## src/hdl/hae_pkg.sv

```systemverilog
package hae_pkg;

  localparam int COORD_WIDTH     = 32;
  localparam int ACOS_ITERATIONS = 24;

  // arm formation and normalization
  localparam int DIFF_W  = COORD_WIDTH + 1;
  localparam int MSB_W   = $clog2(DIFF_W);
  localparam int NORM_W  = 30;
  localparam int SHIFT_W = DIFF_W + NORM_W;
  localparam int PROD_W  = 2 * NORM_W;
  localparam int SUM_W   = PROD_W + 2;

  // floor square root, one result bit per cell
  localparam int ROOT_W     = SUM_W / 2;
  localparam int REM_W      = ROOT_W + 2;
  localparam int SQRT_STEPS = ROOT_W;
  localparam int DEN_W      = 2 * ROOT_W;

  // cosine divider, one quotient bit per cell
  localparam int DIV_STEPS = 30;
  localparam int DIVR_W    = DEN_W + 1;
  localparam int Q_W       = DIV_STEPS + 1;

  // arccos rotation cells
  localparam int CORD_W  = 34;
  localparam int IDX_W   = $clog2(ACOS_ITERATIONS);
  localparam int THETA_W = CORD_W + 1;

  // energy path
  localparam int K_W      = 32;
  localparam int REST_W   = 24;
  localparam int T0_W     = 34;
  localparam int DELTA_W  = THETA_W + 1;
  localparam int D24_W    = 29;
  localparam int SQ_W     = 2 * D24_W - 16;
  localparam int SH_W     = SQ_W - 32;
  localparam int E_W      = K_W + SH_W + 1;
  localparam int ENERGY_W = 40;

  localparam int CFG_ADDR_W = 3;
  localparam int CFG_DATA_W = 32;

  localparam int LATENCY = 13 + 2 * SQRT_STEPS + DIV_STEPS + ACOS_ITERATIONS;

  localparam logic [63:0] DEG2RAD_Q44 = 64'd307041569098;
  localparam int DEG_LO_W = 20;
  localparam int DEG_HI_W = 19;
  localparam logic [DEG_HI_W-1:0] DEG_HI = DEG_HI_W'(DEG2RAD_Q44 >> DEG_LO_W);
  localparam logic [DEG_LO_W-1:0] DEG_LO = DEG_LO_W'(DEG2RAD_Q44);

  localparam logic signed [THETA_W-1:0] PI_Q30 = THETA_W'(64'd3373259426);

  typedef enum logic {
    REG_FORCE_CONSTANT = 1'b0,
    REG_REST_ANGLE     = 1'b1
  } reg_idx_t;

  typedef struct packed {
    logic cneg;
    logic degen;
  } side_t;

  localparam logic [CORD_W-1:0] ATAN_LOW [10] = '{
    CORD_W'(64'd843314857), CORD_W'(64'd497837829), CORD_W'(64'd263043837),
    CORD_W'(64'd133525159), CORD_W'(64'd67021687),  CORD_W'(64'd33543516),
    CORD_W'(64'd16775851),  CORD_W'(64'd8388437),   CORD_W'(64'd4194283),
    CORD_W'(64'd2097149)
  };

  // atan(2^-i) in Q30 radians
  function automatic logic signed [CORD_W-1:0] atan_entry(input int i);
    logic signed [CORD_W-1:0] v;
    if (i < 10) begin
      v = signed'(ATAN_LOW[i]);
    end else if (i <= 30) begin
      v = CORD_W'(64'd1 << (30 - i));
    end else begin
      v = '0;
    end
    return v;
  endfunction

endpackage

```

## src/hdl/hae_div_cell.sv

```systemverilog
module hae_div_cell (
  input  logic                       clk,
  input  logic [hae_pkg::DIVR_W-1:0] r_i,
  input  logic [hae_pkg::DEN_W-1:0]  den_i,
  input  logic [hae_pkg::Q_W-1:0]    q_i,
  input  logic                       done_i,
  output logic [hae_pkg::DIVR_W-1:0] r_o,
  output logic [hae_pkg::DEN_W-1:0]  den_o,
  output logic [hae_pkg::Q_W-1:0]    q_o,
  output logic                       done_o
);
  import hae_pkg::*;

  logic [DIVR_W-1:0] r2;
  logic              ge;

  assign r2 = {r_i[DIVR_W-2:0], 1'b0};
  assign ge = r2 >= {1'b0, den_i};

  always_ff @(posedge clk) begin
    den_o  <= den_i;
    done_o <= done_i;
    if (done_i) begin
      r_o <= r_i;
      q_o <= q_i;
    end else begin
      r_o <= ge ? r2 - {1'b0, den_i} : r2;
      q_o <= {q_i[Q_W-2:0], ge};
    end
  end

endmodule

```

## config.mk

```make
export PLATFORM = sky130hd
export DESIGN_NAME = hae_div_cell
export DESIGN_NICKNAME = d
export VERILOG_FILES = /design/src/hdl/hae_pkg.sv /design/src/hdl/hae_div_cell.sv
export SDC_FILE = /design/constraint.sdc
export NUM_CORES = 1
export LEC_CHECK = 0
export ABC_AREA = 0
export BUFFER_PORTS_ARGS = -buffer_cell sky130_fd_sc_hd__buf_4
export CORE_MARGIN = 2
export CORE_UTILIZATION = 51
export CTS_CLUSTER_SIZE = 16
export DETAILED_ROUTE_END_ITERATION = 6
export GPL_TIMING_DRIVEN = 0
export HOLD_SLACK_MARGIN = 0.05
export MAX_ROUTING_LAYER = met4
export PLACE_DENSITY = 0.79
export SYNTH_ARGS = -nofsm -noshare
export SYNTH_HDL_FRONTEND = slang
export SYNTH_SLANG_ARGS = --single-unit
```

## constraint.sdc

```tcl
create_clock -name clk -period 3.59 [get_ports clk]
set_input_delay 0.359 -clock clk [delete_from_list [all_inputs] [get_ports clk]]
set_output_delay 0.359 -clock clk [all_outputs]
set_load 0.05 [all_outputs]
```

== After elaboration in Yosys (flattened, before gate mapping) ==
Index checks and enable logic that the tools add are counted.
Word-level totals
  ROM bits: 0
  memories kept: 0
  output and inout port bits: 157
  logic and storage cells: 9
  bits of input ports: 158
  RAM bits: 0
  latch bits: 0
  bits in registers: 157
Cells by class
  shift-type cells: 0
  add/subtract/negate cells: 1
  divide/modulo/power cells: 0
  equality and inequality tests: 0
  $lt $le $gt $ge: 1
  bitwise operators: 0
  mux-type cells: 3
  multiply operators: 0
  reductions and logical operators: 0
Operators by type and width (count)
  $mux W63: 2
  $ge A63 B62 Y1: 1
  $sub A63 B62 Y63: 1
  $mux W31: 1

== Longest topological paths before layout ==
  word-level depth: 3
  mapped depth: 16
  depth with buffers taken out: 12

== Least setup slack after synthesis ==
OpenSTA, ideal clock, no wires.
  kind: input to register
  from: input port den_i[35] (netlist name)
  to: register r_o[20] (netlist name)
  path slack: 0.585 ns
  library setup time: 0.121 ns
  buffers on the path: 3
  data arrival time: 2.885 ns
  stages on the path: 14
  required time: 3.469 ns
  cell sequence: inv_1 > ha_1 > clkbuf_2 > and3_1 > nand4_1 > nor4_4 > a31oi_1 > and3_1 > nand3_1 > and2_1 > buf_6 > buf_6 > mux2_4 > mux2_2
Between the ends
  cells in the longest elaborated chain, start to end: 3
Ends and longest elaborated chain
  from (decl): RTL line hae_div_cell.sv:4  | input logic [hae_pkg::DEN_W-1:0] den_i,
  $ge A63 B62 Y1: RTL line hae_div_cell.sv:18  | assign ge = r2 >= {1'b0, den_i};
  $mux W63: RTL line hae_div_cell.sv:27  | r_o <= ge ? r2 - {1'b0, den_i} : r2;
  $mux W63: RTL line hae_div_cell.sv:23  | if (done_i) begin
  to (signal assigned): RTL line hae_div_cell.sv:24  | r_o <= r_i;
  to (signal assigned): RTL line hae_div_cell.sv:27
  to (decl): RTL line hae_div_cell.sv:7  | output logic [hae_pkg::DIVR_W-1:0] r_o,
Every way passes these cells.

== Final worst setup path ==
  from: input port den_i[23] (netlist name)
  to: register r_o[50] (netlist name)
Between the ends
  cells in the longest elaborated chain, start to end: 3
  elaborated cells between the ends (all ways): 4
  those cells by class: 1 x add/sub; 1 x order compare; 2 x mux
Ends and longest elaborated chain (RTL line)
  $sub A63 B62 Y63 / $ge A63 B62 Y1 (equally long branches): hae_div_cell.sv:27, hae_div_cell.sv:18
  $mux W63 *: hae_div_cell.sv:27
  $mux W63 *: hae_div_cell.sv:23
Every way passes the cells marked *; elsewhere a longest branch is shown, timed or not.

==> impl_results.md <==
- Clk slew on worst S/H paths: 0.07 ns
- Die area: 0.01908 sq mm
- Area Overhead vs Synth: 43.32%
- Cell Area, Synth: 0.009176 sq mm
- Core Util, Final: 73.97%
- Largest family of logic cells by synthesized area: compound AO/OA/AOI/OAI gates
- Maximum clock path buffer count: 2
- Met2 WL: 15730 microns
- Setup WS pre-CTS: -0.3402 ns
- Fraction of registers with async set/reset: 0%
- CTS buffer count: 17
- Final Wtd Congestion: 0.9675
- Final ANT Viol Nets: 0
- Adder-cell area share of the yosys netlist: 8.672%
- Register bit total from synthesis: 157
- Initial drt markers: 754
- TritonCTS clock tree: yes
- H-tree level count: 4
- Power share of the combinational group: 37.8%
- Worst-path fanout max: 8
- Fin nets: 1664
- PnR worst setup slack: 0.07386 ns
- Setup tns final: 0 ns
- Max Freq: 284.4 MHz
- Seq/Total Area, Yosys: 34.25%
- Synth cell count leaders: 157 x dfxtp_1, 115 x a21oi_1, 91 x inv_1
- DR WL met3: 2581 microns
- CTS root buf: clkbuf_16
- Post-synthesis mux area share: 11.75%
- Reg power frac: 31.0%
- WL/cell: 19.41 microns
- Post-Syn Nets: 1266
- Vias after detailed routing: 9455
- Routed wire length: 32710 microns
- Leak Pwr: 6.339 nW
- Clock Power Share: 31.2%
- Pwr per Cell Area: 482.9 mW/mm^2
- Synth top area share: 34.25%
- Switching share of power: 37.55%
- Initial Util: 51.61%
- Worst-path cell chain: dlygate4sd3_1 -> buf_4 -> inv_1 -> ha_1 -> buf_2 -> a21oi_2 -> o21ai_0 -> a2111o_1 -> o22ai_1 -> o21bai_2 -> o31a_1 -> o21ai_1 -> a31oi_2 -> xnor2_1 -> a221o_1
- CP required: 3.91 ns
- IO Pins: 315
- HPWL Detailed: 24030 microns
- Tmin final: 3.516 ns
- CP Capture Type: flop
- Slowest CP cell: dlygate4sd3_1
- P_int: 3.966 mW
- Hold Fails Final Rpt: 0
- Status: complete, no violations
- Main synth FF type: dfxtp_1
- Synthesized netlist cell count: 1045
- GRT Util Overall: 34.00%
- CP peak stage delay: 0.53 ns
- Slew Limit Fails: 0
- Worst path arrival time: 3.84 ns
- Layout cells sized above 1: 31.94%
- Port-buffer cells: 314
- Slew @ Worst Pin: 0.8303 ns
- Family with the most delay on the worst path: compound AO/OA/AOI/OAI gates
- CP endpoint: r_o[50]
- Synth area leader: dfxtp_1
- Die Ht: 138.1 microns
- Synth Area in XOR/XNOR: 4.868%
- Ys Warns: 0
- Number of global-route vias before repair: 9412
- Crit path depth: 15
- Hold Crit Class: in -> reg
- Max cap viols: 0
- Largest net degree at the start of global routing: 17
- Fin Hold WS: 0.1479 ns
- Routed vias/inst: 5.611
- Total core area: 0.01778 sq mm
- Die W: 138.1 microns
- Rows: 49
- Syn avg cell area: 8.781 sq um
- Simple-gate area share of the yosys netlist: 13.08%
- Synth unique cells: 66
- Wl on met1: 13320 microns
- Maximum VDD drop: 0.3983 mV
- Worst setup path start: den_i[23]
- Psw: 2.385 mW
- Global route overflow: 0
- Final setup vio count: 0
- Period utilization: 97.94%
- Number of synthesized flops with an enable pin: 0
- Synth Area in Compound Gates: 20.52%
- Worst setup SP type: input port
- Clock sink total: 157
- Initial DRT Pass Iterations: 5
- First-pass GRT wire length: 50340 microns
- Initial antenna violation count: 0
- Normalized max-slew margin: 44.65%
- Synth top area cells: dfxtp_1 34%, ha_1 8.5%, mux2_2 7.6%
- Uppermost layer routed: met4
- Detailed-route DRC error count: 0
- Critical path buffer and inverter count: 4
- N_diodes: 0
- Most frequent cell after synthesis: dfxtp_1
- Setup CP Type: in -> reg
==> cells in the final DEF, fill, tap and decap left out, types with 8 or more instances in the layout <==
cell,netlist,final
clkbuf_1,30,29
nand2b_1,9,9
buf_4,1,318
o21bai_1,12,12
xnor2_1,36,36
xor2_1,15,15
a21o_1,39,39
nand3_1,22,22
inv_1,91,91
or3_1,8,8
nor3_1,16,16
ha_1,62,62
nor2_1,38,37
a31oi_1,11,8
nand2_1,65,65
dfxtp_1,157,157
a21oi_1,115,114
o31ai_1,11,11
nand4_1,21,21
mux2_2,62,62
o21a_1,8,8
o21ai_0,39,38
buf_2,15,13
mux2_4,12,12
nor2b_1,17,17
o21ai_1,14,15
mux2i_1,20,20
and2_1,8,8
clkbuf_16,0,17
a211oi_1,8,8
dlygate4sd3_1,0,63
==> routing by layer <==
layer	GRT usage, %	up-vias
met5	-	-
met4	11.49	0
met3	7.343	101
met2	56.72	460
met1	40.88	4390
li1	-	4504
==> worst min-delay path by stage <==
stage	start	to	cells after the start
global placement	den_i[54]	den_o[54]	1
CTS	q_i[30]	q_o[30]	2
floorplan	den_i[0]	den_o[0]	0
finish	q_i[30]	q_o[30]	2
global route	q_i[12]	q_o[13]	2
detailed placement	den_i[17]	den_o[17]	1
==> state kept, by name, indices dropped and copies added (netlist names) <==
signal,cells
done_o,1
den_o,62
q_o,31
r_o,63
==> kinds of logic (layout without fill, tap and decap cells) <==
kind of cell,Yosys count,count (layout)
buf+inv,149,560
fa+ha+maj,63,63
mux,94,94
xor+xnor,51,51
compound gates,298,298
simple gates,233,233
flops,157,157
==> power groups by stage <==
| stage | Sequential [mW] | Clock (mW) | Combinational [mW] |
|---|---|---|---|
| final | 1.97 | 1.98 | 2.40 |
| after global routing | 1.98 | 2.05 | 2.53 |
| after CTS | 1.97 | 1.98 | 2.36 |
| after detailed placement | 2.01 | 0 | 2.29 |
| after global placement | 2.00 | 0 | 2.27 |
| after floorplan | 2.64 | 0 | 0.927 |
==> cell type report <==
type                       count  area, sq um
clock buffer                  18        439.2
tap                          229        286.5
inverter                      91        341.6
clock inverter                14        197.7
multi-input combinational    739         5441
timing repair buffer         379         3003
fill                        1312         4628
sequential                   157         3143
buffer                        58        299.0
==> repair_timing <==
item	4_1_cts	5_1_grt
setup endpoints to repair	0	48
buffers inserted	0	2
endpoints found under the hold margin	63	0
resized for setup	0	16
hold buffers	63	0
==> stage by stage <==
| step | instances | power [mW] | instance area [sq um] |
|---|---|---|---|
| detailed placement | 1588 | 4.293 | 11820 |
| floorplan | 1045 | 3.566 | 9176 |
| CTS | 1683 | 6.304 | 13090 |
| finish | 1685 | 6.350 | 13150 |
| global placement | 1588 | 4.275 | 11820 |
| global route | 1685 | 6.563 | 13150 |
Note: power is estimated with default switching activity, not from simulation.
