**src/hdl/hae_pkg.sv**
```systemverilog
package hae_pkg;

  localparam int COORD_WIDTH     = 32;
  localparam int ACOS_ITERATIONS = 24;

  // arm formation and normalization
  localparam int DIFF_W  = COORD_WIDTH + 1;
  localparam int MSB_W   = $clog2(DIFF_W);
  localparam int NORM_W  = 30;
  localparam int SHIFT_W = DIFF_W + NORM_W;
  localparam int PROD_W  = 2 * NORM_W;
  localparam int SUM_W   = PROD_W + 2;

  // floor square root, one result bit per cell
  localparam int ROOT_W     = SUM_W / 2;
  localparam int REM_W      = ROOT_W + 2;
  localparam int SQRT_STEPS = ROOT_W;
  localparam int DEN_W      = 2 * ROOT_W;

  // cosine divider, one quotient bit per cell
  localparam int DIV_STEPS = 30;
  localparam int DIVR_W    = DEN_W + 1;
  localparam int Q_W       = DIV_STEPS + 1;

  // arccos rotation cells
  localparam int CORD_W  = 34;
  localparam int IDX_W   = $clog2(ACOS_ITERATIONS);
  localparam int THETA_W = CORD_W + 1;

  // energy path
  localparam int K_W      = 32;
  localparam int REST_W   = 24;
  localparam int T0_W     = 34;
  localparam int DELTA_W  = THETA_W + 1;
  localparam int D24_W    = 29;
  localparam int SQ_W     = 2 * D24_W - 16;
  localparam int SH_W     = SQ_W - 32;
  localparam int E_W      = K_W + SH_W + 1;
  localparam int ENERGY_W = 40;

  localparam int CFG_ADDR_W = 3;
  localparam int CFG_DATA_W = 32;

  localparam int LATENCY = 13 + 2 * SQRT_STEPS + DIV_STEPS + ACOS_ITERATIONS;

  localparam logic [63:0] DEG2RAD_Q44 = 64'd307041569098;
  localparam int DEG_LO_W = 20;
  localparam int DEG_HI_W = 19;
  localparam logic [DEG_HI_W-1:0] DEG_HI = DEG_HI_W'(DEG2RAD_Q44 >> DEG_LO_W);
  localparam logic [DEG_LO_W-1:0] DEG_LO = DEG_LO_W'(DEG2RAD_Q44);

  localparam logic signed [THETA_W-1:0] PI_Q30 = THETA_W'(64'd3373259426);

  typedef enum logic {
    REG_FORCE_CONSTANT = 1'b0,
    REG_REST_ANGLE     = 1'b1
  } reg_idx_t;

  typedef struct packed {
    logic cneg;
    logic degen;
  } side_t;

  localparam logic [CORD_W-1:0] ATAN_LOW [10] = '{
    CORD_W'(64'd843314857), CORD_W'(64'd497837829), CORD_W'(64'd263043837),
    CORD_W'(64'd133525159), CORD_W'(64'd67021687),  CORD_W'(64'd33543516),
    CORD_W'(64'd16775851),  CORD_W'(64'd8388437),   CORD_W'(64'd4194283),
    CORD_W'(64'd2097149)
  };

  // atan(2^-i) in Q30 radians
  function automatic logic signed [CORD_W-1:0] atan_entry(input int i);
    logic signed [CORD_W-1:0] v;
    if (i < 10) begin
      v = signed'(ATAN_LOW[i]);
    end else if (i <= 30) begin
      v = CORD_W'(64'd1 << (30 - i));
    end else begin
      v = '0;
    end
    return v;
  endfunction

endpackage

```
**src/hdl/hae_sqrt_cell.sv**
```systemverilog
module hae_sqrt_cell (
  input  logic                       clk,
  input  logic [hae_pkg::SUM_W-1:0]  n_i,
  input  logic [hae_pkg::REM_W-1:0]  rem_i,
  input  logic [hae_pkg::ROOT_W-1:0] root_i,
  output logic [hae_pkg::SUM_W-1:0]  n_o,
  output logic [hae_pkg::REM_W-1:0]  rem_o,
  output logic [hae_pkg::ROOT_W-1:0] root_o
);
  import hae_pkg::*;

  logic [REM_W+1:0] rem2;
  logic [REM_W+1:0] trial;
  logic             ge;
  logic [REM_W+1:0] diff;

  // bring down two radicand bits, try the next root bit
  assign rem2  = {rem_i, n_i[SUM_W-1 -: 2]};
  assign trial = {2'b00, root_i, 2'b01};
  assign ge    = rem2 >= trial;
  assign diff  = rem2 - trial;

  always_ff @(posedge clk) begin
    n_o    <= {n_i[SUM_W-3:0], 2'b00};
    rem_o  <= ge ? diff[REM_W-1:0] : rem2[REM_W-1:0];
    root_o <= {root_i[ROOT_W-2:0], ge};
  end

endmodule

```
**config.mk**
```make
export PLATFORM = sky130hd
export DESIGN_NAME = hae_sqrt_cell
export DESIGN_NICKNAME = d
export VERILOG_FILES = /design/src/hdl/hae_pkg.sv /design/src/hdl/hae_sqrt_cell.sv
export SDC_FILE = /design/constraint.sdc
export NUM_CORES = 1
export LEC_CHECK = 0
export ABC_CLOCK_PERIOD_IN_PS = 4600
export BUFFER_PORTS_ARGS = -buffer_cell sky130_fd_sc_hd__buf_4
export CAP_MARGIN = 25
export CORE_MARGIN = 3
export CORE_UTILIZATION = 25
export CTS_CLUSTER_DIAMETER = 60
export DETAILED_ROUTE_END_ITERATION = 6
export PLACE_DENSITY = 0.49
export SLEW_MARGIN = 20
export SYNTH_ARGS = -nofsm -noshare
export SYNTH_HDL_FRONTEND = slang
export SYNTH_SLANG_ARGS = --single-unit
```
**constraint.sdc**
```tcl
create_clock -name clk -period 4.6 [get_ports clk]
set_input_delay 0.92 -clock clk [delete_from_list [all_inputs] [get_ports clk]]
set_output_delay 0.92 -clock clk [all_outputs]
set_load 0.005 [all_outputs]
```
# ---- Yosys cells after proc, flatten, opt, wreduce, memory -nomap -nowiden
# Index checks and enable logic that the tools add are counted.
dict set report classes {
  order_cmp 1
  mux 1
  add_sub_neg 1
}
# op n
set ops {}
lappend ops {{35-bit by 33-bit greater-or-equal comparator with 1-bit output} 1}
lappend ops {{33-bit two-way mux} 1}
lappend ops {{33-bit subtractor} 1}
dict set report word_totals {
  elab_cells 6
  inputBits 127
  ff_bits 124
  output_inout_bits 126
}

# ---- Longest topological paths before layout
# Gate-level depths: netlist of the first run.
dict set report logic_depth {
  ltp_word 2
  depth_mapped 14
  depth_no_buf 10
}

# ---- Worst setup path after synthesis of the first run
# OpenSTA, ideal clock, no wires.
dict set report synth_path {
  kind {input port to flip-flop}
  startpoint {input root_i[30] (netlist bit)}
  endpoint {register rem_o[10] (netlist bit)}
  cell_stages 12
  n_path_buf 3
  t_arrival_ps 3081
  slack_ps 1398
  cell_sequence {inv_1 > ha_1 > nor3b_2 > nand4_1 > or4_1 > o21a_1 > buf_6 > o21a_4 > buf_12 > inv_12 > buf_12 > mux2_4}
}
dict set report synth_between {
  elab_chain_len 2
}
# element line
set synth_rtl {}
lappend synth_rtl {{start: declaration} hae_sqrt_cell.sv:5} ;# input logic [hae_pkg::ROOT_W-1:0] root_i,
lappend synth_rtl {{35-bit by 33-bit greater-or-equal comparator with 1-bit output} hae_sqrt_cell.sv:20} ;# assign ge = rem2 >= trial;
lappend synth_rtl {{33-bit two-way mux} hae_sqrt_cell.sv:25} ;# rem_o <= ge ? diff[REM_W-1:0] : rem2[REM_W-1:0];
lappend synth_rtl {{end signal: assignment} hae_sqrt_cell.sv:25}
lappend synth_rtl {{end: declaration} hae_sqrt_cell.sv:7} ;# output logic [hae_pkg::REM_W-1:0] rem_o,
# No other way between the ends.

# ---- Worst setup path after layout of the first run
dict set report layout_path {
  startpoint {input root_i[13] (netlist bit)}
  endpoint {register rem_o[8] (netlist bit)}
}
# The elaborated chain is that of the path after synthesis.

==> results of run 1 <==
==> critical path, delay by kind of cell <==
kind / cells / cell delay [ns]
AO/OA/AOI/OAI: 3 / 0.94
adder cells (fa/ha/maj): 1 / 0.50
buffers and inverters: 3 / 0.32
multiplexers: 1 / 0.36
AND/OR/NAND/NOR: 3 / 0.57
==> per-stage QoR <==
stage                      util  worst slack [ns]  instance area, um^2  hold slack, ns  cells
after detailed placement  0.359             0.828                 7340            1.03   1020
final                     0.387              1.26                 7910           0.605   1052
after floorplan               -              1.40                 5250           0.948    514
after global routing      0.387              1.19                 7910           0.581   1052
after CTS                 0.387              1.27                 7910           0.582   1052
after global placement    0.359             0.875                 7340            1.02   1020
==> cell type report <==
| cell class | instances | area, um^2 | share of cell area |
|---|---|---|---|
| Sequential cell | 124 | 2480 | 0.314 |
| Multi-Input combinational cell | 325 | 2440 | 0.308 |
| Timing Repair Buffer | 250 | 1880 | 0.237 |
| Clock buffer | 17 | 425 | 0.0538 |
| Tap cell | 270 | 338 | 0.0427 |
| Inverter | 51 | 204 | 0.0258 |
| Clock inverter | 15 | 150 | 0.0190 |
==> routing by layer <==
layer / up-vias / wire [um] / global-route usage
li1: 2325 / - / -
met1: 2182 / 6800 / 0.162
met2: 200 / 8550 / 0.255
met3: 11 / 1430 / 0.0458
met4: 0 / 196 / 0.0376
met5: - / 0 / 0
==> worst max path at each step <==
stage / startpoint / to / slack, ns / cells after the start
4_1_cts: root_i[13] / rem_o[2] / 1.27 / 11
5_1_grt: root_i[13] / rem_o[8] / 1.19 / 11
2_1_floorplan: root_i[30] / rem_o[10] / 1.40 / 12
3_3_place_gp: root_i[13] / rem_o[8] / 0.87 / 11
6_report: root_i[13] / rem_o[8] / 1.26 / 11
3_5_place_dp: root_i[13] / rem_o[2] / 0.83 / 11
==> registers in the layout, summed over array words and instances, names as in the netlist <==
signal / count
root_o: 31
n_o: 60
rem_o: 33
==> report_power, final <==
part | internal (mW) | total [mW] | switching, mW
Combinational | 0.375 | 0.686 | 0.311
Sequential | 1.18 | 1.21 | 0.0333
Clock | 0.722 | 1.30 | 0.574
Total | 2.28 | 3.20 | 0.918
==> cell families after synthesis <==
logic type,count (synthesis)
fa+ha+maj,33
buf+inv,65
flops,124
simple gates,111
compound gates,127
mux,28
xor+xnor,24
other cells,1
==> placed cells by master (no fill, tap or decap), types with 4 or more instances in the layout <==
cell	synthesis	layout
inv_6	0	4
nor2_1	27	27
dfxtp_1	124	124
o21ai_0	20	20
a211oi_1	4	4
buf_4	2	250
mux2i_1	4	4
nand3_1	12	12
mux2_4	18	18
mux2_2	6	6
o211ai_1	10	10
nor3_1	11	11
o21bai_1	5	5
ha_1	33	33
inv_8	0	6
clkbuf_16	0	17
nor4_1	5	5
a21o_1	4	4
o21a_1	7	7
nand2_1	30	30
o31ai_1	6	6
and3_1	4	4
nand2b_1	6	6
nand4_1	6	6
xnor2_1	22	22
inv_1	50	50
a21oi_1	37	37
==> results_dict.tcl, run 1 <==
set metrics [dict create \
    power.density_nw_per_um2 404 \
    cts_tree "built" \
    cts_buffer_depth 2 \
    worstHoldPathCells 1 \
    synth-xor-area-share 0.0400 \
    ys_seq_area_frac 0.473 \
    diodes 0 \
    synth_top_family_by_area "compound AO/OA/AOI/OAI gates" \
    fin_crit_sh 0.725 \
    clk_pin_slew_worst_paths_ns 0.06 \
    yosys.area.top_type "dfxtp_1" \
    ys_top_cells_by_area "dfxtp_1 47%, ha_1 7.9%, mux2_4 5.1%, xnor2_1 3.7%, inv_1 3.6%" \
    synthTopCellsByCount "124 x dfxtp_1, 50 x inv_1, 37 x a21oi_1, 33 x ha_1, 30 x nand2_1" \
    fmax_ghz 0.300 \
    ios 253 \
    grt_max_degree 27 \
    fin_setup_tns_ns 0 \
    synth-async-reset-ratio 0 \
    slowest_stage "ha_1" \
    drtPass1Iterations 6 \
    ant_nets 0 \
    via_per_inst 4.48 \
    worstHoldStart "n_i[7]" \
    coreArea_um2 20400 \
    grt_use_total 0.142 \
    slew_viol_final 0 \
    cp-start-kind "primary input" \
    synth_fa_ha_area_frac 0.0786 \
    cts_max_level 4 \
    worstSetupEndpointType "register" \
    antenna_found_initial 0 \
    synth_top_area_frac 0.473 \
    path_cells "buf_4, inv_1, ha_1, nand4_1, nor2_1, nand3_1, o2111ai_2, a41oi_4, o21a_4, inv_12, mux2_2" \
    initialDrtViolationCount 121 \
    cts-resized-gates 0 \
    worstMarginPinSlew_ns 0.663 \
    yosysMostFrequentCell "dfxtp_1" \
    setup_viol 0 \
    drive_gt1_frac 0.409 \
    die_x_um 151 \
    grt_overflow_total 0 \
    grt_pass1_vias 4762 \
    critPathArrivalTime_ns 3.64 \
    p_leak_nw 3.75 \
    syn_area_per_cell_um2 10.2 \
    routabilityCongestion 0.833 \
    totalPowerFinal_mw 3.20 \
    synth_area_um2 5250 \
    hold_viol 0 \
    post-route-drc-count 0 \
    clock_sinks 124 \
    crit_required_ns 4.90 \
    drv_cap 0 \
    grt_pass1_wl_um 25100 \
    place_hpwl_um 13800 \
    numCtsBuffers 17 \
    synthesis.instances 513 \
    final_nets 929 \
    yosysUniqueCellTypes 60 \
    drt_wl_total_um 17000 \
    ys.flop_type "dfxtp_1" \
    synth_compound_area_frac 0.169 \
    status "finished clean" \
    hold_path_end "n_o[9]" \
    root_buffer "clkbuf_16" \
    yosysWarnings 0 \
    area_growth_pct 50.7 \
    vias 4718 \
    fillers 2078 \
    period_needed_ns 3.34 \
    rsz0062_at_grt "false" \
    synth_mux_area_frac 0.0720 \
    critical_path.max_fanout 26 \
    postCtsSetupBuffers 0 \
    post_drt_wl_per_cell_um 16.1 \
    cpPeakStageDelay_ns 0.50 \
    yosys.area_share.simple 0.103 \
    critPathKind "primary input to register" \
    yosys_register_bits 124 \
    die_y_um 151 \
    rows 52 \
    synth_edf_count 0 \
    hold_buffers 0 \
    dieArea_um2 22800 \
    relSlewSlack 0.547 \
    start_util 0.257 \
    min_path_type "primary input to register" \
    vdd_drop_max_mv 0.181 \
    portBuffers 250 \
]
(Power assumes the default switching activity.)
==> inputs of run 2 (changes only) <==
- ABC_AREA: default -> 1
- ABC_CLOCK_PERIOD_IN_PS: 4600 -> 3290
- PLACE_DENSITY: 0.49 -> 0.48
- clock period: 4.6 -> 3.29 ns (I/O delays scaled with it)
==> run 2 against run 1 <==
Sequential share of layout area shrank 2.5 points. Area after synthesis grew 11%. Design area grew 8.6%. Combinational power grew 39%. Die area grew 10%. Clock power grew 42%. Utilization shrank 1.0 points. Synthesized cell count grew 59%. Power grew 40%. Largest power group unchanged.
==> results_dict.tcl, run 2 <==
set metrics [dict create \
    place_hpwl_um 15900 \
    syn_area_per_cell_um2 7.15 \
    pwr-share-seq 0.376 \
    cts_max_level 4 \
    fillers 2503 \
    cts_tree "built" \
    root_buffer "clkbuf_16" \
    grt_pass1_vias 5345 \
    area_growth_pct 47.7 \
    dieArea_um2 25100 \
    cts-resized-gates 0 \
    totalPowerFinal_mw 4.49 \
    clk_pin_slew_worst_paths_ns 0.06 \
    worstSetupEndpointType "register" \
    p_leak_nw 4.82 \
    synth_area_um2 5820 \
    status "finished clean" \
    vdd_drop_max_mv 0.302 \
    drv_cap 0 \
    synth-async-reset-ratio 0 \
    layout_commonest_cell "nand2_1" \
    pre_cts_slack_ns 0.668 \
    post_drt_wl_per_cell_um 13.9 \
    power.density_nw_per_um2 522 \
    grt_overflow_total 0 \
    grt_pass1_wl_um 28700 \
    synth_edf_count 0 \
    fmax_ghz 0.453 \
    synthesis.instances 814 \
    top_regs "n_o x60, rem_o x33, root_o x31" \
    period_needed_ns 2.21 \
    fin_crit_sh 0.670 \
    cts_buffer_depth 2 \
    switching_share 0.295 \
    antenna_found_initial 0 \
    numCtsBuffers 17 \
    synthTopCellsByCount "291 x nand2_1, 156 x inv_1, 124 x dfxtp_1, 58 x nand3_1, 35 x nor2_1" \
    via_per_inst 4.03 \
    final_cell_mix "291 x nand2_1, 252 x buf_4, 156 x inv_1" \
    ys.flop_type "dfxtp_1" \
    grt_max_degree 36 \
    slew_viol_final 0 \
    fin_ws_ns 1.08 \
    drive_gt1_frac 0.298 \
    routabilityCongestion 0.937 \
    yosysMostFrequentCell "nand2_1" \
    rows 55 \
    crit_required_ns 3.65 \
    pwr-share-clk 0.412 \
    largest_reg_flops 60 \
    yosysWarnings 0 \
    vias 5647 \
    ys_top_cells_by_area "dfxtp_1 43%, nand2_1 19%, inv_1 10%, ha_1 7.1%, nand3_1 5.0%" \
    switchingPower_mw 1.33 \
    synth_top_area_frac 0.427 \
    holdWs_ns 0.342 \
    hold_buffers 0 \
    coreArea_um2 22800 \
    combPwrFrac 0.212 \
    rsz0062_at_grt "false" \
    cp-start-kind "primary input" \
    die_x_um 159 \
    portBuffers 250 \
    hold_viol 0 \
    clock_sinks 124 \
    die_y_um 159 \
    postCtsSetupBuffers 0 \
    critPathKind "primary input to register" \
    regMostFlops "n_o" \
    yosys.area.top_type "dfxtp_1" \
    post-route-drc-count 0 \
    start_util 0.255 \
    place_area_um2 8020 \
    finalInstanceArea_um2 8590 \
    diodes 0 \
    drtPass1Iterations 5 \
    grt_use_total 0.150 \
    initialDrtViolationCount 249 \
    ant_nets 0 \
    min_path_type "primary input to register" \
    critPathArrivalTime_ns 2.56 \
    yosysUniqueCellTypes 32 \
    p_int_mw 3.16 \
    drt_wl_total_um 19500 \
    setup_viol 0 \
    yosys_register_bits 124 \
    ys_seq_area_frac 0.427 \
    critical_path.max_fanout 32 \
    final_nets 1235 \
    ios 253 \
    fin_setup_tns_ns 0 \
]
==> run 2: routing by layer <==
layer,vias up,GRT usage,part of all wire
li1,2973,-,-
met1,2446,0.188,0.44
met2,215,0.259,0.48
met3,13,0.0342,0.072
met4,0,0.0410,0.011
met5,-,0,0
==> run 2: final cells by class <==
cell class                      instances  area, um^2  area share
Multi-Input combinational cell        515        2630       0.306
Timing Repair Buffer                  252        1890       0.220
Inverter                              165         619      0.0721
Clock inverter                         15         153      0.0178
Clock buffer                           17         425      0.0495
Tap cell                              313         392      0.0456
Sequential cell                       124        2480       0.289
==> run 2: cell families after synthesis <==
kind of cell	after synthesis	synth area share
other	1	0.000644
AND/OR/NAND/NOR	443	0.338
AO/OA/AOI/OAI	23	0.0206
flip-flops	124	0.427
buffers and inverters	176	0.122
adder cells (fa/ha/maj)	33	0.0710
XOR/XNOR	14	0.0211
==> run 2: path summary, 6_finish.rpt <==
path,from,slack (ns),cells past startpoint,end
worst max-delay path,rem_i[22],1.08,12,rem_o[3]
worst min-delay path,n_i[11],0.34,1,n_o[13]
==> run 2: power groups by stage <==
stage          sequential (mW)  combinational [mW]  clock, mW
2_1_floorplan             1.73               0.458          0
3_3_place_gp              1.72               0.967          0
3_5_place_dp              1.72               0.964          0
4_1_cts                   1.69               0.968       1.93
5_1_grt                   1.70                1.07       2.00
6_report                  1.69               0.951       1.85
==> run 2: worst max-delay path: stages <==
cell,delay (ns)
buf_4,0.11
ha_1,0.37
nand2_1,0.17
nor2_2,0.07
nand2_1,0.11
nor2_2,0.06
nand2_1,0.09
nand3_2,0.09
nor2_4,0.16
buf_4,0.40
nand3_1,0.16
nand2_1,0.09
==> run 2: per-stage QoR <==
stage	util	cells
4_1_cts	0.377	1401
3_3_place_gp	0.352	1369
6_report	0.377	1401
5_1_grt	0.377	1401
3_5_place_dp	0.352	1369
2_1_floorplan	-	815
==> inputs of run 3 (changes only) <==
- ABC_CLOCK_PERIOD_IN_PS: 3290 -> 2100
- clock period: 3.29 -> 2.1 ns (I/O delays scaled with it)
==> run 3 against run 2 <==
Final cell count is 6.4% higher. First-iteration DRC count grew 17%. Flip-flop and latch count unchanged. Design area is 8.5% higher. Clock power rose by 62%. Setup slack got worse by 0.78 ns. Highest routed layer unchanged. Die area unchanged. Power up 63%. Sequential share of layout area down 2.3 points. Utilization increased by 3.2 points.
==> results_dict.tcl, run 3 (synthesis gave the netlist of run 2 again) <==
set metrics [dict create \
    status "finished clean" \
    drtPass1Iterations 4 \
    final_cell_mix "337 x buf_4, 291 x nand2_1, 156 x inv_1" \
    switchingPower_mw 2.16 \
    ant_nets 0 \
    drv_cap 0 \
    met3_usage 0.0389 \
    drive_gt1_frac 0.351 \
    numCtsBuffers 17 \
    post-route-drc-count 0 \
    root_buffer "clkbuf_16" \
    clock_sinks 124 \
    pwr-share-clk 0.408 \
    portBuffers 250 \
    min_path_type "primary input to register" \
    final_nets 1324 \
    dieArea_um2 25100 \
    cts-resized-gates 0 \
    ios 253 \
    pwr-share-seq 0.360 \
    hold_viol 0 \
    regArea_um2 2480 \
    top_regs "n_o x60, rem_o x33, root_o x31" \
    slowest_stage "ha_1" \
    slew_viol_final 0 \
    drt_wl_total_um 20000 \
    via_per_inst 3.95 \
    antenna_found_initial 0 \
    cts_buffer_depth 2 \
    grt_use_total 0.156 \
    crit_required_ns 2.46 \
    clk_pin_slew_worst_paths_ns 0.07 \
    rsz0062_at_grt "false" \
    coreArea_um2 22800 \
    grt_busiest_layer "met2" \
    fin_crit_sh 0.857 \
    cts_max_level 4 \
    start_util 0.255 \
    critPathTopFamily "simple AND/OR/NAND/NOR gates" \
    area_growth_pct 60.2 \
    hold_buffers 0 \
    period_needed_ns 1.80 \
    met1_usage 0.196 \
    utilization 0.409 \
    regMostFlops "n_o" \
    switching_share 0.295 \
    grt_overflow_total 0 \
    largest_reg_flops 60 \
    layout_commonest_cell "buf_4" \
    path_cells "buf_4, inv_1, ha_1, nand2_1, inv_2, nand2_2, inv_1, nand2_1, nand2_1, inv_2, nand3_2, nand2_4, buf_4, nand3_1, nand2_1" \
    die_x_um 159 \
    power.density_nw_per_um2 786 \
    holdWs_ns 0.0930 \
    initialDrtViolationCount 291 \
    fmax_ghz 0.556 \
    postCtsSetupBuffers 0 \
    fillers 2429 \
    cp-start-kind "primary input" \
    cpPeakStageDelay_ns 0.29 \
    vias 5892 \
    critPathKind "primary input to register" \
    multi_input_area_um2 2630 \
    combPwrFrac 0.232 \
    met2_usage 0.269 \
    post_drt_wl_per_cell_um 13.4 \
    grt_max_degree 17 \
    vdd_drop_max_mv 0.366 \
    critPathArrivalTime_ns 2.16 \
    cts_tree "built" \
    grt_pass1_vias 5784 \
    routabilityCongestion 0.866 \
    worstSetupEndpointType "register" \
    cp_num_buf_inv 6 \
    critical_path.max_fanout 16 \
    place_hpwl_um 16400 \
    setup_viol 0 \
    crit_top_cell "nand2_1" \
    grt_pass1_wl_um 30200 \
    p_int_mw 5.17 \
    rows 55 \
    die_y_um 159 \
    diodes 0 \
    p_leak_nw 5.28 \
]
run 3: changes by cell type in the layout (fill, tap and decap cells not counted):
cell,before,now
buf_4,252,337
clkinv_2,1,0
clkbuf_8,0,1
buf_12,0,4
run 3: path summary, 6_finish.rpt:
kind,depth (start not counted),to,startpoint,slack [ns]
min,1,n_o[13],n_i[11],0.09
max,15,rem_o[26],root_i[14],0.30
run 3: final cells by class:
| cell class | count | area share |
|---|---|---|
| repair buffers | 341 | 0.280 |
| clock inverters | 14 | 0.0158 |
| flip-flops and latches | 124 | 0.266 |
| multi-input cells | 515 | 0.282 |
| inverters | 165 | 0.0665 |
| clock buffers | 18 | 0.0471 |
| well taps | 313 | 0.0420 |
run 3: per-layer routing:
metal | up-vias | share of wire | routed length [um]
met1 | 2545 | 0.45 | 8990
met3 | 11 | 0.061 | 1220
met2 | 181 | 0.48 | 9580
met4 | 0 | 0.0078 | 155
met5 | - | 0 | 0
li1 | 3155 | - | -
run 3: metrics by stage:
stage	area (um^2)	worst slack (ns)	total power, mW	instances	TNS (ns)
2_1_floorplan	5820	0.239	3.43	815	0
3_3_place_gp	8730	-0.138	4.42	1458	-3.39
3_5_place_dp	8730	-0.148	4.42	1458	-3.90
4_1_cts	9320	0.292	7.48	1490	0
5_1_grt	9320	0.118	7.78	1490	0
6_report	9320	0.300	7.33	1490	0
run 3: power by group through the flow:
| stage | clock network [mW] | registers, mW | logic [mW] |
|---|---|---|---|
| 3_3_place_gp | 0 | 2.70 | 1.72 |
| 6_report | 2.99 | 2.64 | 1.70 |
| 5_1_grt | 3.20 | 2.66 | 1.92 |
| 3_5_place_dp | 0 | 2.69 | 1.73 |
| 4_1_cts | 3.10 | 2.64 | 1.73 |
| 2_1_floorplan | 0 | 2.72 | 0.717 |
