File: src/hdl/hae_pkg.sv
package hae_pkg;

  localparam int COORD_WIDTH     = 32;
  localparam int ACOS_ITERATIONS = 24;

  // arm formation and normalization
  localparam int DIFF_W  = COORD_WIDTH + 1;
  localparam int MSB_W   = $clog2(DIFF_W);
  localparam int NORM_W  = 30;
  localparam int SHIFT_W = DIFF_W + NORM_W;
  localparam int PROD_W  = 2 * NORM_W;
  localparam int SUM_W   = PROD_W + 2;

  // floor square root, one result bit per cell
  localparam int ROOT_W     = SUM_W / 2;
  localparam int REM_W      = ROOT_W + 2;
  localparam int SQRT_STEPS = ROOT_W;
  localparam int DEN_W      = 2 * ROOT_W;

  // cosine divider, one quotient bit per cell
  localparam int DIV_STEPS = 30;
  localparam int DIVR_W    = DEN_W + 1;
  localparam int Q_W       = DIV_STEPS + 1;

  // arccos rotation cells
  localparam int CORD_W  = 34;
  localparam int IDX_W   = $clog2(ACOS_ITERATIONS);
  localparam int THETA_W = CORD_W + 1;

  // energy path
  localparam int K_W      = 32;
  localparam int REST_W   = 24;
  localparam int T0_W     = 34;
  localparam int DELTA_W  = THETA_W + 1;
  localparam int D24_W    = 29;
  localparam int SQ_W     = 2 * D24_W - 16;
  localparam int SH_W     = SQ_W - 32;
  localparam int E_W      = K_W + SH_W + 1;
  localparam int ENERGY_W = 40;

  localparam int CFG_ADDR_W = 3;
  localparam int CFG_DATA_W = 32;

  localparam int LATENCY = 13 + 2 * SQRT_STEPS + DIV_STEPS + ACOS_ITERATIONS;

  localparam logic [63:0] DEG2RAD_Q44 = 64'd307041569098;
  localparam int DEG_LO_W = 20;
  localparam int DEG_HI_W = 19;
  localparam logic [DEG_HI_W-1:0] DEG_HI = DEG_HI_W'(DEG2RAD_Q44 >> DEG_LO_W);
  localparam logic [DEG_LO_W-1:0] DEG_LO = DEG_LO_W'(DEG2RAD_Q44);

  localparam logic signed [THETA_W-1:0] PI_Q30 = THETA_W'(64'd3373259426);

  typedef enum logic {
    REG_FORCE_CONSTANT = 1'b0,
    REG_REST_ANGLE     = 1'b1
  } reg_idx_t;

  typedef struct packed {
    logic cneg;
    logic degen;
  } side_t;

  localparam logic [CORD_W-1:0] ATAN_LOW [10] = '{
    CORD_W'(64'd843314857), CORD_W'(64'd497837829), CORD_W'(64'd263043837),
    CORD_W'(64'd133525159), CORD_W'(64'd67021687),  CORD_W'(64'd33543516),
    CORD_W'(64'd16775851),  CORD_W'(64'd8388437),   CORD_W'(64'd4194283),
    CORD_W'(64'd2097149)
  };

  // atan(2^-i) in Q30 radians
  function automatic logic signed [CORD_W-1:0] atan_entry(input int i);
    logic signed [CORD_W-1:0] v;
    if (i < 10) begin
      v = signed'(ATAN_LOW[i]);
    end else if (i <= 30) begin
      v = CORD_W'(64'd1 << (30 - i));
    end else begin
      v = '0;
    end
    return v;
  endfunction

endpackage

File: src/hdl/hae_cordic_cell.sv
module hae_cordic_cell (
  input  logic                              clk,
  input  logic [hae_pkg::IDX_W-1:0]         idx_i,
  input  logic signed [hae_pkg::CORD_W-1:0] x_i,
  input  logic signed [hae_pkg::CORD_W-1:0] y_i,
  input  logic signed [hae_pkg::CORD_W-1:0] z_i,
  output logic signed [hae_pkg::CORD_W-1:0] x_o,
  output logic signed [hae_pkg::CORD_W-1:0] y_o,
  output logic signed [hae_pkg::CORD_W-1:0] z_o
);
  import hae_pkg::*;

  logic signed [CORD_W-1:0] xs;
  logic signed [CORD_W-1:0] ys;
  logic signed [CORD_W-1:0] ang;

  assign xs  = x_i >>> idx_i;
  assign ys  = y_i >>> idx_i;
  assign ang = atan_entry(int'(idx_i));

  // rotate toward y = 0, accumulate the angle
  always_ff @(posedge clk) begin
    if (!y_i[CORD_W-1]) begin
      x_o <= x_i + ys;
      y_o <= y_i - xs;
      z_o <= z_i + ang;
    end else begin
      x_o <= x_i - ys;
      y_o <= y_i + xs;
      z_o <= z_i - ang;
    end
  end

endmodule

File: config.mk
export PLATFORM = sky130hd
export DESIGN_NAME = hae_cordic_cell
export DESIGN_NICKNAME = d
export VERILOG_FILES = /design/src/hdl/hae_pkg.sv /design/src/hdl/hae_cordic_cell.sv
export SDC_FILE = /design/constraint.sdc
export NUM_CORES = 1
export LEC_CHECK = 0
export ABC_AREA = 1
export BUFFER_PORTS_ARGS = -buffer_cell sky130_fd_sc_hd__buf_2
export CORE_ASPECT_RATIO = 1.2
export CORE_MARGIN = 2
export CORE_UTILIZATION = 60
export CTS_CLUSTER_SIZE = 12
export DETAILED_ROUTE_END_ITERATION = 6
export PLACE_DENSITY = 0.87
export SLEW_MARGIN = 20
export SYNTH_ARGS = -nofsm -noshare
export SYNTH_HDL_FRONTEND = slang
export SYNTH_SLANG_ARGS = --single-unit
File: constraint.sdc
create_clock -name clk -period 5.2 [get_ports clk]
set_input_delay 0.52 -clock clk [delete_from_list [all_inputs] [get_ports clk]]
set_output_delay 0.52 -clock clk [all_outputs]
set_load 0.02 [all_outputs]
# Word level (Yosys, flattened, before mapping)
# Memory sizes are Yosys's and may differ from the RTL's.
# Index checks and enable logic that the tools add are counted.
# op_classes
bitwise_logic	1
addsub	7
shifts	3
order_cmp	3
n_mux	7
# op_table
cell	n
two-way mux 34 bit	7
adder 34 bit	3
subtractor 34 bit	3
>>> shifter 34 x 5 -> 34 bit	2
<< shifter 1 x 32 -> 34 bit, first input constant	1
>= comparator 32 x 5 -> 1 bit, second input constant	1
NOT 5 -> 32 bit	1
subtractor 5 x 5 -> 6 bit, first input constant	1
less-or-equal comparator 5 bit, second input constant	1
less-than comparator 5 x 4 -> 1 bit, second input constant	1
# totals
in_bits	108
rom_bits	544
n_memories	1
wordCells	25
out_inout_bits	102
regBits	102
# mem_list
name	depth	word_bits	read_ports	rd_ports_with_merged_regs	write_ports	line_no	source
(name not given)	16	34	1	0	0	hae_pkg.sv:75	v = signed'(ATAN_LOW[i]);

# Longest topological paths before layout
# Gate-level depths: netlist of the first run.
# depth
word_depth	7
ltp_mapped	34
ltp_nobuf	31

# Least setup slack after synthesis of the first run
# No wires, ideal clock.
# synth_timing
path_type	in2reg
start	input port idx_i[0] (netlist name)
end	register z_o[33] (netlist name)
t_required_ns	5.078
path_stages	28
setup_slack_ns	0.776
setup_ns	0.122
n_path_buf	5
t_arrival_ns	4.303
cell_sequence	buf_6 > inv_2 > buf_6 > buf_6 > buf_6 > ha_1 > clkbuf_1 > nand4_1 > nor2_1 > nand2_1 > nand2_1 > inv_1 > ha_1 > nand4_1 > nor2_1 > nor2_1 > xor2_1 > inv_1 > ha_1 > a21oi_1 > o21ai_0 > a21oi_1 > o21ai_0 > a21boi_0 > o21ai_0 > nand2_1 > nand2_1 > xor2_1
# synth_via
elab_chain_len	7
elab_cells_between_ends	13
cone_classes	3 x add/sub; 2 x order compare; 1 x shift; 5 x mux; 1 x bitwise; 1 x memory
# synth_rtl
element	line_no	source
start: declaration	hae_cordic_cell.sv:3	input logic [hae_pkg::IDX_W-1:0] idx_i,
NOT 5 -> 32 bit (implied by the code)	hae_pkg.sv:75	
memory read (16 x 34 bit)	-	
two-way mux 34 bit (implied by the code) (2 in series)	hae_pkg.sv:75	
two-way mux 34 bit (*)	hae_pkg.sv:74	if (i < 10) begin
adder 34 bit or subtractor 34 bit (tied branches)	hae_cordic_cell.sv:26, hae_cordic_cell.sv:30	
two-way mux 34 bit (*)	hae_cordic_cell.sv:23	if (!y_i[CORD_W-1]) begin
end signal: assignment	hae_cordic_cell.sv:26	z_o <= z_i + ang;
end signal: assignment	hae_cordic_cell.sv:30	z_o <= z_i - ang;
end: declaration	hae_cordic_cell.sv:9	output logic signed [hae_pkg::CORD_W-1:0] z_o
# Mark *: on every way between the ends. The rest lies on a longest branch, timed or not. The select of a mux whose other input is x is not followed.

# Worst setup path after layout of the first run
# layout_timing
start	input port idx_i[1] (netlist name)
end	register x_o[33] (netlist name)
# layout_via
elab_chain_len	3
elab_cells_between_ends	4
cone_classes	2 x add/sub; 1 x shift; 1 x mux
# layout_rtl
element	line_no	source
>>> shifter 34 x 5 -> 34 bit (*)	hae_cordic_cell.sv:18	assign ys = y_i >>> idx_i;
adder 34 bit or subtractor 34 bit (tied branches)	hae_cordic_cell.sv:24, hae_cordic_cell.sv:28	
two-way mux 34 bit (*)	hae_cordic_cell.sv:23	
end signal: assignment	hae_cordic_cell.sv:24	x_o <= x_i + ys;
end signal: assignment	hae_cordic_cell.sv:28	x_o <= x_i - ys;
end: declaration	hae_cordic_cell.sv:7	output logic signed [hae_pkg::CORD_W-1:0] x_o,
# Mark *: on every way between the ends. The rest lies on a longest branch, timed or not.

==> results of run 1 <==
path summary, 6_finish.rpt:
| check | startpoint | to | cells after the start |
|---|---|---|---|
| hold / removal | y_i[0] | y_o[0] | 2 |
| setup / recovery | idx_i[1] | x_o[33] | 31 |
Yosys cell counts, drive strengths merged:
cell,n
clkbuf,14
nand4,36
o221ai,4
a41oi,1
nor4b,1
nor2,237
nand2,844
dfxtp,102
ha,108
a21o,9
or2,3
o211ai,9
o21bai,7
clkinv,4
inv,212
o21ai,129
fa,3
buf,70
a21boi,6
a31oi,24
nor2b,2
o21a,7
a221oi,2
nor3,16
nor4,10
o31ai,1
a31o,1
xor2,110
a21oi,144
nand3b,5
xnor2,51
o22ai,1
a211oi,4
nand3,395
metal layers:
layer | up-vias | global-route usage (%) | part of all wire, %
li1 | 8854 | - | -
met2 | 1407 | 61.5 | 44
met3 | 301 | 7.27 | 12
met1 | 8130 | 47.1 | 37
met4 | 0 | 24.2 | 7.0
met5 | - | 0 | 0
cells by family (layout without fill, tap and decap cells):
family          Yosys count  count (layout)
flops                   102             102
xor+xnor                161             161
simple gates           1549            1549
compound gates          349             349
buf+inv                 300             471
fa+ha+maj               111             111
through the flow:
stage               std cells  hold WS (ns)  utilization [%]
finish                   3063         0.378             67.9
global route             3063         0.399             67.9
CTS                      3063         0.381             67.9
detailed placement       3048         0.772             66.7
global placement         3048         0.780             66.7
floorplan                2572         0.650                -
layout make-up:
cell class | count | area (um^2)
clock buffer | 11 | 253
clock inverter | 4 | 31.3
fill | 2229 | 7720
inverter | 216 | 811
multi-input combinational | 2170 | 11400
sequential | 102 | 2040
tap | 320 | 400
timing repair buffer | 240 | 1370
sequential cells by signal (all words and copies together) (netlist names):
register and flops:
y_o 34, z_o 34, x_o 34
power groups by stage:
stage	combinational (mW)	sequential [mW]	clock, mW
2_1_floorplan	1.67	1.69	0
3_3_place_gp	2.94	1.22	0
3_5_place_dp	2.99	1.22	0
4_1_cts	3.01	1.21	0.684
5_1_grt	3.35	1.24	0.717
6_report	3.08	1.20	0.673
cell usage in the layout (no fill, tap or decap), drive strengths merged:
master / netlist / routed
a211oi: 4 / 4
a21boi: 6 / 6
a21o: 9 / 9
a21oi: 144 / 144
a221oi: 2 / 2
a31o: 1 / 1
a31oi: 24 / 24
a41oi: 1 / 1
buf: 70 / 240
clkbuf: 14 / 11
clkinv: 4 / 6
dfxtp: 102 / 102
fa: 3 / 3
ha: 108 / 108
inv: 212 / 214
nand2: 844 / 844
nand3: 395 / 395
nand3b: 5 / 5
nand4: 36 / 36
nor2: 237 / 237
nor2b: 2 / 2
nor3: 16 / 16
nor4: 10 / 10
nor4b: 1 / 1
o211ai: 9 / 9
o21a: 7 / 7
o21ai: 129 / 129
o21bai: 7 / 7
o221ai: 4 / 4
o22ai: 1 / 1
o31ai: 1 / 1
or2: 3 / 3
xnor2: 51 / 51
xor2: 110 / 110
==> results.cfg, run 1 <==
[outcome]
run_status = complete, but fails checks
violations = design-rule violations

[floorplan]
placement_rows = 62
core-area_mm2 = 0.0240
design.die.area_mm2 = 0.0259
io_pins = 210
die-width_um = 147
initial_core_util_pct = 61.3
chipHeight_um = 176

[sta]
worstMarginPinSlew_ns = 0.935
worst_slew_margin_rel_pct = 37.7
setup_total_negative_slack_ns = 0
report.final.setup_viol = 0
timing_max_transition_violations_final = 0
final_hold_vio_count = 0
grt_setup_unrepaired = no
final_min_period_over_clock_period_pct = 93.8
finalWorstPathRequiredPeriod_ns = 4.88
timing.final.ws_setup_ns = 0.325
maxClockFrequency_mhz = 205

[setup_path]
max_stage_delay_ns = 0.42
critical-path-slowest-cell = nor2_2
worstPathRequired_ns = 5.45
critical_path.most_common_cell = nand2_1
worstPathBufferInverterCount = 4
kind_of_start_point_of_the_critical_path = input port
timing_worst_setup_path_type = input port to flop
type_of_element_capturing_the_critical_path = flop
crit_path_max_fanout = 22
crit_family = simple AND/OR/NAND/NOR gates
cp.arrival_ns = 5.13

[job]
max_cap_violations = 0

[place]
place_area_mm2 = 0.0160
gpl.final_weighted_congestion = 1.12
worst_slack_at_placement_ns = 0.0708
hpwlAfterDp_um = 40100
port-buffer-count = 209

[logic_synthesis]
synth_area_leaders = nand2_1 (21%), dfxtp_1 (14%), nand3_1 (13%), ha_1 (9.2%), xor2_1 (6.4%)
synth.largest_area_cell = nand2_1
syn_nets = 2791
post_synth_and_or_nand_nor_area_fraction_pct = 44.7
synth_area_in_xor_xnor_pct = 9.66
sequential_element_share_of_the_synthesized_area_pct = 13.8
synth_adder_area_share_pct = 9.57
yosys_warnings = 0
synth_cell_types = 54
synth_compound_area_share_pct = 13.5
synth_cells = 2572
synth_area_mm2 = 0.0148
synth.ff_latch_count = 102
avgSynthCellArea_um2 = 5.74
synth_top_family_by_area = simple AND/OR/NAND/NOR gates
synth.top_cell.area_share_pct = 21.2
proportion_of_synthesized_area_in_mux_cells_pct = 0

[power_and_ir_drop]
sequentialPowerShare_pct = 24.3
sw_frac_of_total_pct = 49.4
comb_power_share_pct = 62.2
internal-power_mw = 2.51
power_density_mw_per_mm2 = 304
total_leakage_power_nw = 8.50
total_power_mw = 4.96
vdd_drop_max_v = 0.000257
clock_power_share_pct = 13.6
switchingPower_mw = 2.45

[clock_network]
cts_inserted_buffers = 9
worst_path_clk_slew_ns = 0.08
post_cts_buffers = 0
clk_root_buffer_cell = clkbuf_16
cts_max_level = 3
clock-sinks = 102
post_cts_resized = 0
cts_tree = done
post_cts_hold_buffer_count = 0
cts.path.max_buffers = 2

[global_route]
grt.overflow.total = 0
antenna_found_initial = 0
grt_start_max_net_pins = 90
first_global_vias = 17055
grt_first_pass_wirelength_um = 81300
track_usage_pct = 38.3

[drt]
route.detailed.wl_per_inst_um = 16.5
routed_wl_um = 50700
antenna_violating_nets_post_route = 0
dr_total_vias = 18692
drt_first_iter_violations = 2385
detailedRoute.firstPassIterationCount = 7
number_of_drc_violations_after_detailed_routing = 16
detail_route.vias_per_cell = 6.10

[cells_and_area]
post-route-cell-area_mm2 = 0.0163
antennaDiodeCount = 0
area_growth_syn_to_layout_pct = 10.6
layout-drive-gt1-share_pct = 11.3
final_net_count = 2958

[min_path]
min_path_type = input port to flop
No activity file was read; power rests on OpenSTA's default activity.
==> inputs of run 2 (changes only) <==
--- a/config.mk
+++ b/config.mk
@@ -5,7 +5,7 @@
 export SDC_FILE = /design/constraint.sdc
 export NUM_CORES = 1
 export LEC_CHECK = 0
-export ABC_AREA = 1
+export ABC_AREA = 0
 export BUFFER_PORTS_ARGS = -buffer_cell sky130_fd_sc_hd__buf_2
 export CORE_ASPECT_RATIO = 1.2
 export CORE_MARGIN = 2
==> results.cfg, run 2 <==
[floorplan]
io_pins = 210
die-width_um = 148
initial_core_util_pct = 60.7
chipHeight_um = 177
placement_rows = 63

[clock_network]
cts_max_level = 3
cts.path.max_buffers = 2
post_cts_hold_buffer_count = 0
clock-sinks = 102
clk_root_buffer_cell = clkbuf_16
cts_inserted_buffers = 9

[logic_synthesis]
synth.largest_area_cell = dfxtp_1
synth_area_leaders = dfxtp_1 (14%), mux4_2 (11%), ha_1 (9.1%), xnor2_1 (6.2%), a21oi_1 (5.2%)
avgSynthCellArea_um2 = 8.46
synth_enable_flop_cells = 0
synth.top_cells.by_count = a21oi_1 (156), nor2_1 (145), nand2_1 (113)
synth.ff_latch_count = 102
synth_cell_types = 101
synth_area_mm2 = 0.0149
synthArstFlopShare_pct = 0
syn_nets = 1983
yosys_warnings = 0
synth.top_cell.area_share_pct = 13.7
postSynth.topFlopCell = dfxtp_1
sequential_element_share_of_the_synthesized_area_pct = 13.7
synth_cells = 1764
synth.most_common_cell = a21oi_1

[outcome]
run_status = aborted with a tool error
error = [ERROR GRT-0232] Routing congestion too high. Check the congestion heatmap in the GUI.
outcome.stop_stage = 5_1_grt

[place]
port-buffer-count = 209
hpwlAfterDp_um = 45400
placed_cells = 2581
place_area_mm2 = 0.0190
gpl.final_weighted_congestion = 1.30
worst_slack_at_placement_ns = -0.455

[global_route]
grt_start_max_net_pins = 38
track_usage_pct = 67.7
grt.overflow.total = 3
antenna_found_initial = 15

[sta]
endpoint_type = sequential cell input
postGrtWorstEndpoint = x_o[33]$_DFF_P_/D
[run 2: cell types whose count changed after synthesis, sizes merged, moves of 23 or more]
cell / previous run / this run
nand2: 844 / 114
nand3: 395 / 40
inv: 212 / 47
mux4: 0 / 95
nor2: 237 / 146
xnor2: 51 / 105
xor2: 110 / 64
mux2i: 0 / 37
clkbuf: 14 / 49
nand2b: 0 / 27
a21o: 9 / 34
nor2b: 2 / 27
mux2: 0 / 24
o21a: 7 / 30
[run 2: metal layers]
layer / GRT overflow / global-route usage, %
met2: 2 / 85.5
met1: 0 / 66.6
met5: 0 / 23.3
met4: 1 / 62.5
met3: 0 / 54.9
[run 2: through the flow]
step	utilization, %	TNS, ns
after floorplan	-	-0.144
after global placement	77.3	-2.92
after detailed placement	77.3	-8.29
after CTS	78.5	-0.0206
[run 2: what timing repair did]
action | in CTS
setup endpoints to repair | 8
pin swaps | 1
resized for setup | 9
gates cloned | 0
buffers inserted | 1
[run 2: cells by family after synthesis]
| logic type | count (synthesis) | synth area share (%) |
|---|---|---|
| compound gates | 585 | 25.7 |
| xor+xnor | 170 | 10.1 |
| fa+ha+maj | 111 | 9.46 |
| buf+inv | 146 | 4.86 |
| flops | 102 | 13.7 |
| mux | 156 | 19.3 |
| simple gates | 494 | 17.0 |
==> inputs of run 3 (changes only) <==
--- a/config.mk
+++ b/config.mk
@@ -7,12 +7,10 @@
 export LEC_CHECK = 0
 export ABC_AREA = 0
 export BUFFER_PORTS_ARGS = -buffer_cell sky130_fd_sc_hd__buf_2
-export CORE_ASPECT_RATIO = 1.2
 export CORE_MARGIN = 2
-export CORE_UTILIZATION = 60
-export CTS_CLUSTER_SIZE = 12
+export CORE_UTILIZATION = 40
 export DETAILED_ROUTE_END_ITERATION = 6
-export PLACE_DENSITY = 0.87
+export PLACE_DENSITY_LB_ADDON = 0.15
 export SLEW_MARGIN = 20
 export SYNTH_ARGS = -nofsm -noshare
 export SYNTH_HDL_FRONTEND = slang
==> results.cfg, run 3 <==
[sta]
grt_setup_unrepaired = yes
setup_total_negative_slack_ns = 0
timing_max_transition_violations_final = 0
worstMarginPinSlew_ns = 0.870
final_min_period_over_clock_period_pct = 98.6
report.final.setup_viol = 0
worst_slew_margin_rel_pct = 41.9
final_hold_vio_count = 0
finalWorstPathRequiredPeriod_ns = 5.12
final.hold.worst_slack_ns = 0.456
maxClockFrequency_mhz = 195

[min_path]
min_from = z_i[33]
min_path_type = input port to flop

[clock_network]
worst_path_clk_slew_ns = 0.07
cts.path.max_buffers = 2
clk_root_buffer_cell = clkbuf_16
cts_max_level = 3
clock-sinks = 102
cts_tree = done
post_cts_hold_buffer_count = 0
cts_inserted_buffers = 9

[setup_path]
type_of_element_capturing_the_critical_path = flop
worstPathRequired_ns = 5.46
timing_worst_setup_path_type = input port to flop
cp.arrival_ns = 5.39
worstSetupStartpoint = idx_i[0]
kind_of_start_point_of_the_critical_path = input port
crit_path_max_fanout = 8

[power_and_ir_drop]
vdd_drop_max_v = 0.000293
total_power_mw = 6.25
power_density_mw_per_mm2 = 277
total_leakage_power_nw = 10.4

[job]
max_cap_violations = 0

[cells_and_area]
finish.cell_count_without_fillers = 3085
leading_cell_types_in_the_layout_fill_and_taps_excluded = buf_4 (704), buf_2 (205), a21oi_1 (142)
layout-drive-gt1-share_pct = 45.5
post-route-cell-area_mm2 = 0.0226
register_area_mm2 = 0.00204
antennaDiodeCount = 0
most_common_library_cell_in_the_layout_ignoring_fill_and_taps = buf_4
final_net_count = 2831
largest_registers = x_o (34), y_o (34), z_o (34)
area_growth_syn_to_layout_pct = 51.2
layout.filler_cells = 3295
multiInputGateArea_mm2 = 0.0127

[logic_synthesis]
postSynth.topFlopCell = dfxtp_1
synth.most_common_cell = a21oi_1
avgSynthCellArea_um2 = 8.46
synthArstFlopShare_pct = 0
synth_area_leaders = dfxtp_1 (14%), mux4_2 (11%), ha_1 (9.1%), xnor2_1 (6.2%), a21oi_1 (5.2%)
sequential_element_share_of_the_synthesized_area_pct = 13.7
synth.largest_area_cell = dfxtp_1
syn_nets = 1983
synth_cells = 1764
synth_enable_flop_cells = 0
synth_area_mm2 = 0.0149
yosys_warnings = 0
synth_cell_types = 101
synth.top_cells.by_count = a21oi_1 (156), nor2_1 (145), nand2_1 (113)
synth.top_cell.area_share_pct = 13.7
synth.ff_latch_count = 102

[global_route]
grt.overflow.total = 0
first_global_vias = 17847
grt_first_pass_wirelength_um = 102000
grt_start_max_net_pins = 46
track_usage_pct = 34.1
antenna_found_initial = 0

[floorplan]
die-width_um = 197
placement_rows = 70
design.die.area_mm2 = 0.0389
initial_core_util_pct = 40.7
chipHeight_um = 197
io_pins = 210
core-area_mm2 = 0.0367

[outcome]
run_status = complete, but fails checks
violations = design-rule violations

[place]
port-buffer-count = 209
place_area_mm2 = 0.0216
hpwlAfterDp_um = 55700
placed_cells = 3044
gpl.final_weighted_congestion = 1.01

[drt]
antenna_violating_nets_post_route = 0
dr_total_vias = 18080
detailedRoute.firstPassIterationCount = 7
number_of_drc_violations_after_detailed_routing = 1
routed_wl_um = 67900
route.detailed.wl_per_inst_um = 22.0
drt_first_iter_violations = 1413
detail_route.vias_per_cell = 5.86
run 3: layer usage:
layer  wire, um  up-vias  global-route usage, %
met5          0        -                      0
met4       3480        0                   16.8
met3       4780      177                   6.08
met2      32100      783                   57.7
met1      27600     8642                   41.8
li1           -     8478                      -
run 3: cell type report:
cell class / count / area share [%]
well taps: 468 / 2.59
flip-flops and latches: 102 / 9.05
clock buffers: 11 / 1.03
inverters: 49 / 0.859
multi-input cells: 1516 / 56.2
clock inverters: 5 / 0.266
repair buffers: 934 / 30.0
run 3: path summary, 6_finish.rpt:
kind                  cells after the start      end
worst max-delay path                     20  x_o[33]
worst min-delay path                      3  z_o[33]
run 3: worst max-delay path, stage by stage:
cell,delay [ns]
buf_16,0.14
buf_6,0.13
mux4_2,0.50
mux4_2,0.52
a2111o_1,0.49
o31ai_4,0.11
nand3_4,0.16
buf_4,0.18
o31ai_1,0.26
xor2_1,0.12
ha_1,0.35
o211ai_1,0.19
nor4_4,0.36
a21bo_2,0.30
nand4_1,0.14
a211oi_2,0.10
o21a_1,0.21
o31ai_2,0.26
a31oi_1,0.14
xnor3_1,0.19
run 3: power breakdown:
| group | total [mW] | switching [mW] | leakage (nW) | internal, mW |
|---|---|---|---|---|
| combinational | 4.31 | 2.30 | 9.37 | 2.02 |
| clock | 0.728 | 0.353 | 0.140 | 0.375 |
| sequential | 1.21 | 0.0779 | 0.861 | 1.13 |
| total | 6.25 | 2.73 | 10.4 | 3.53 |
run 3: kinds of logic (layout without fill, tap and decap cells):
family / count (synthesis) / after routing / share of synthesized area (%)
AO/OA/AOI/OAI: 585 / 585 / 25.7
XOR/XNOR: 170 / 170 / 10.1
adder cells (fa/ha/maj): 111 / 111 / 9.46
buffers and inverters: 146 / 999 / 4.86
flip-flops: 102 / 102 / 13.7
multiplexers: 156 / 156 / 19.3
AND/OR/NAND/NOR: 494 / 494 / 17.0
run 3: repair_timing:
item | 4_1_cts | 5_1_grt
resized for setup | 16 | 104
hold endpoints to repair | 0 | 0
setup buffers | 0 | 23
pin swaps | 2 | 62
cloned | 0 | 2
setup endpoints to repair | 14 | 28
run 3: per-stage QoR:
stage               setup WS, ns  utilization, %
global placement          -0.529            58.9
floorplan                 -0.128               -
detailed placement        -0.557            58.9
finish                    0.0750            61.5
CTS                     -0.00221            59.9
global route              -0.198            61.5
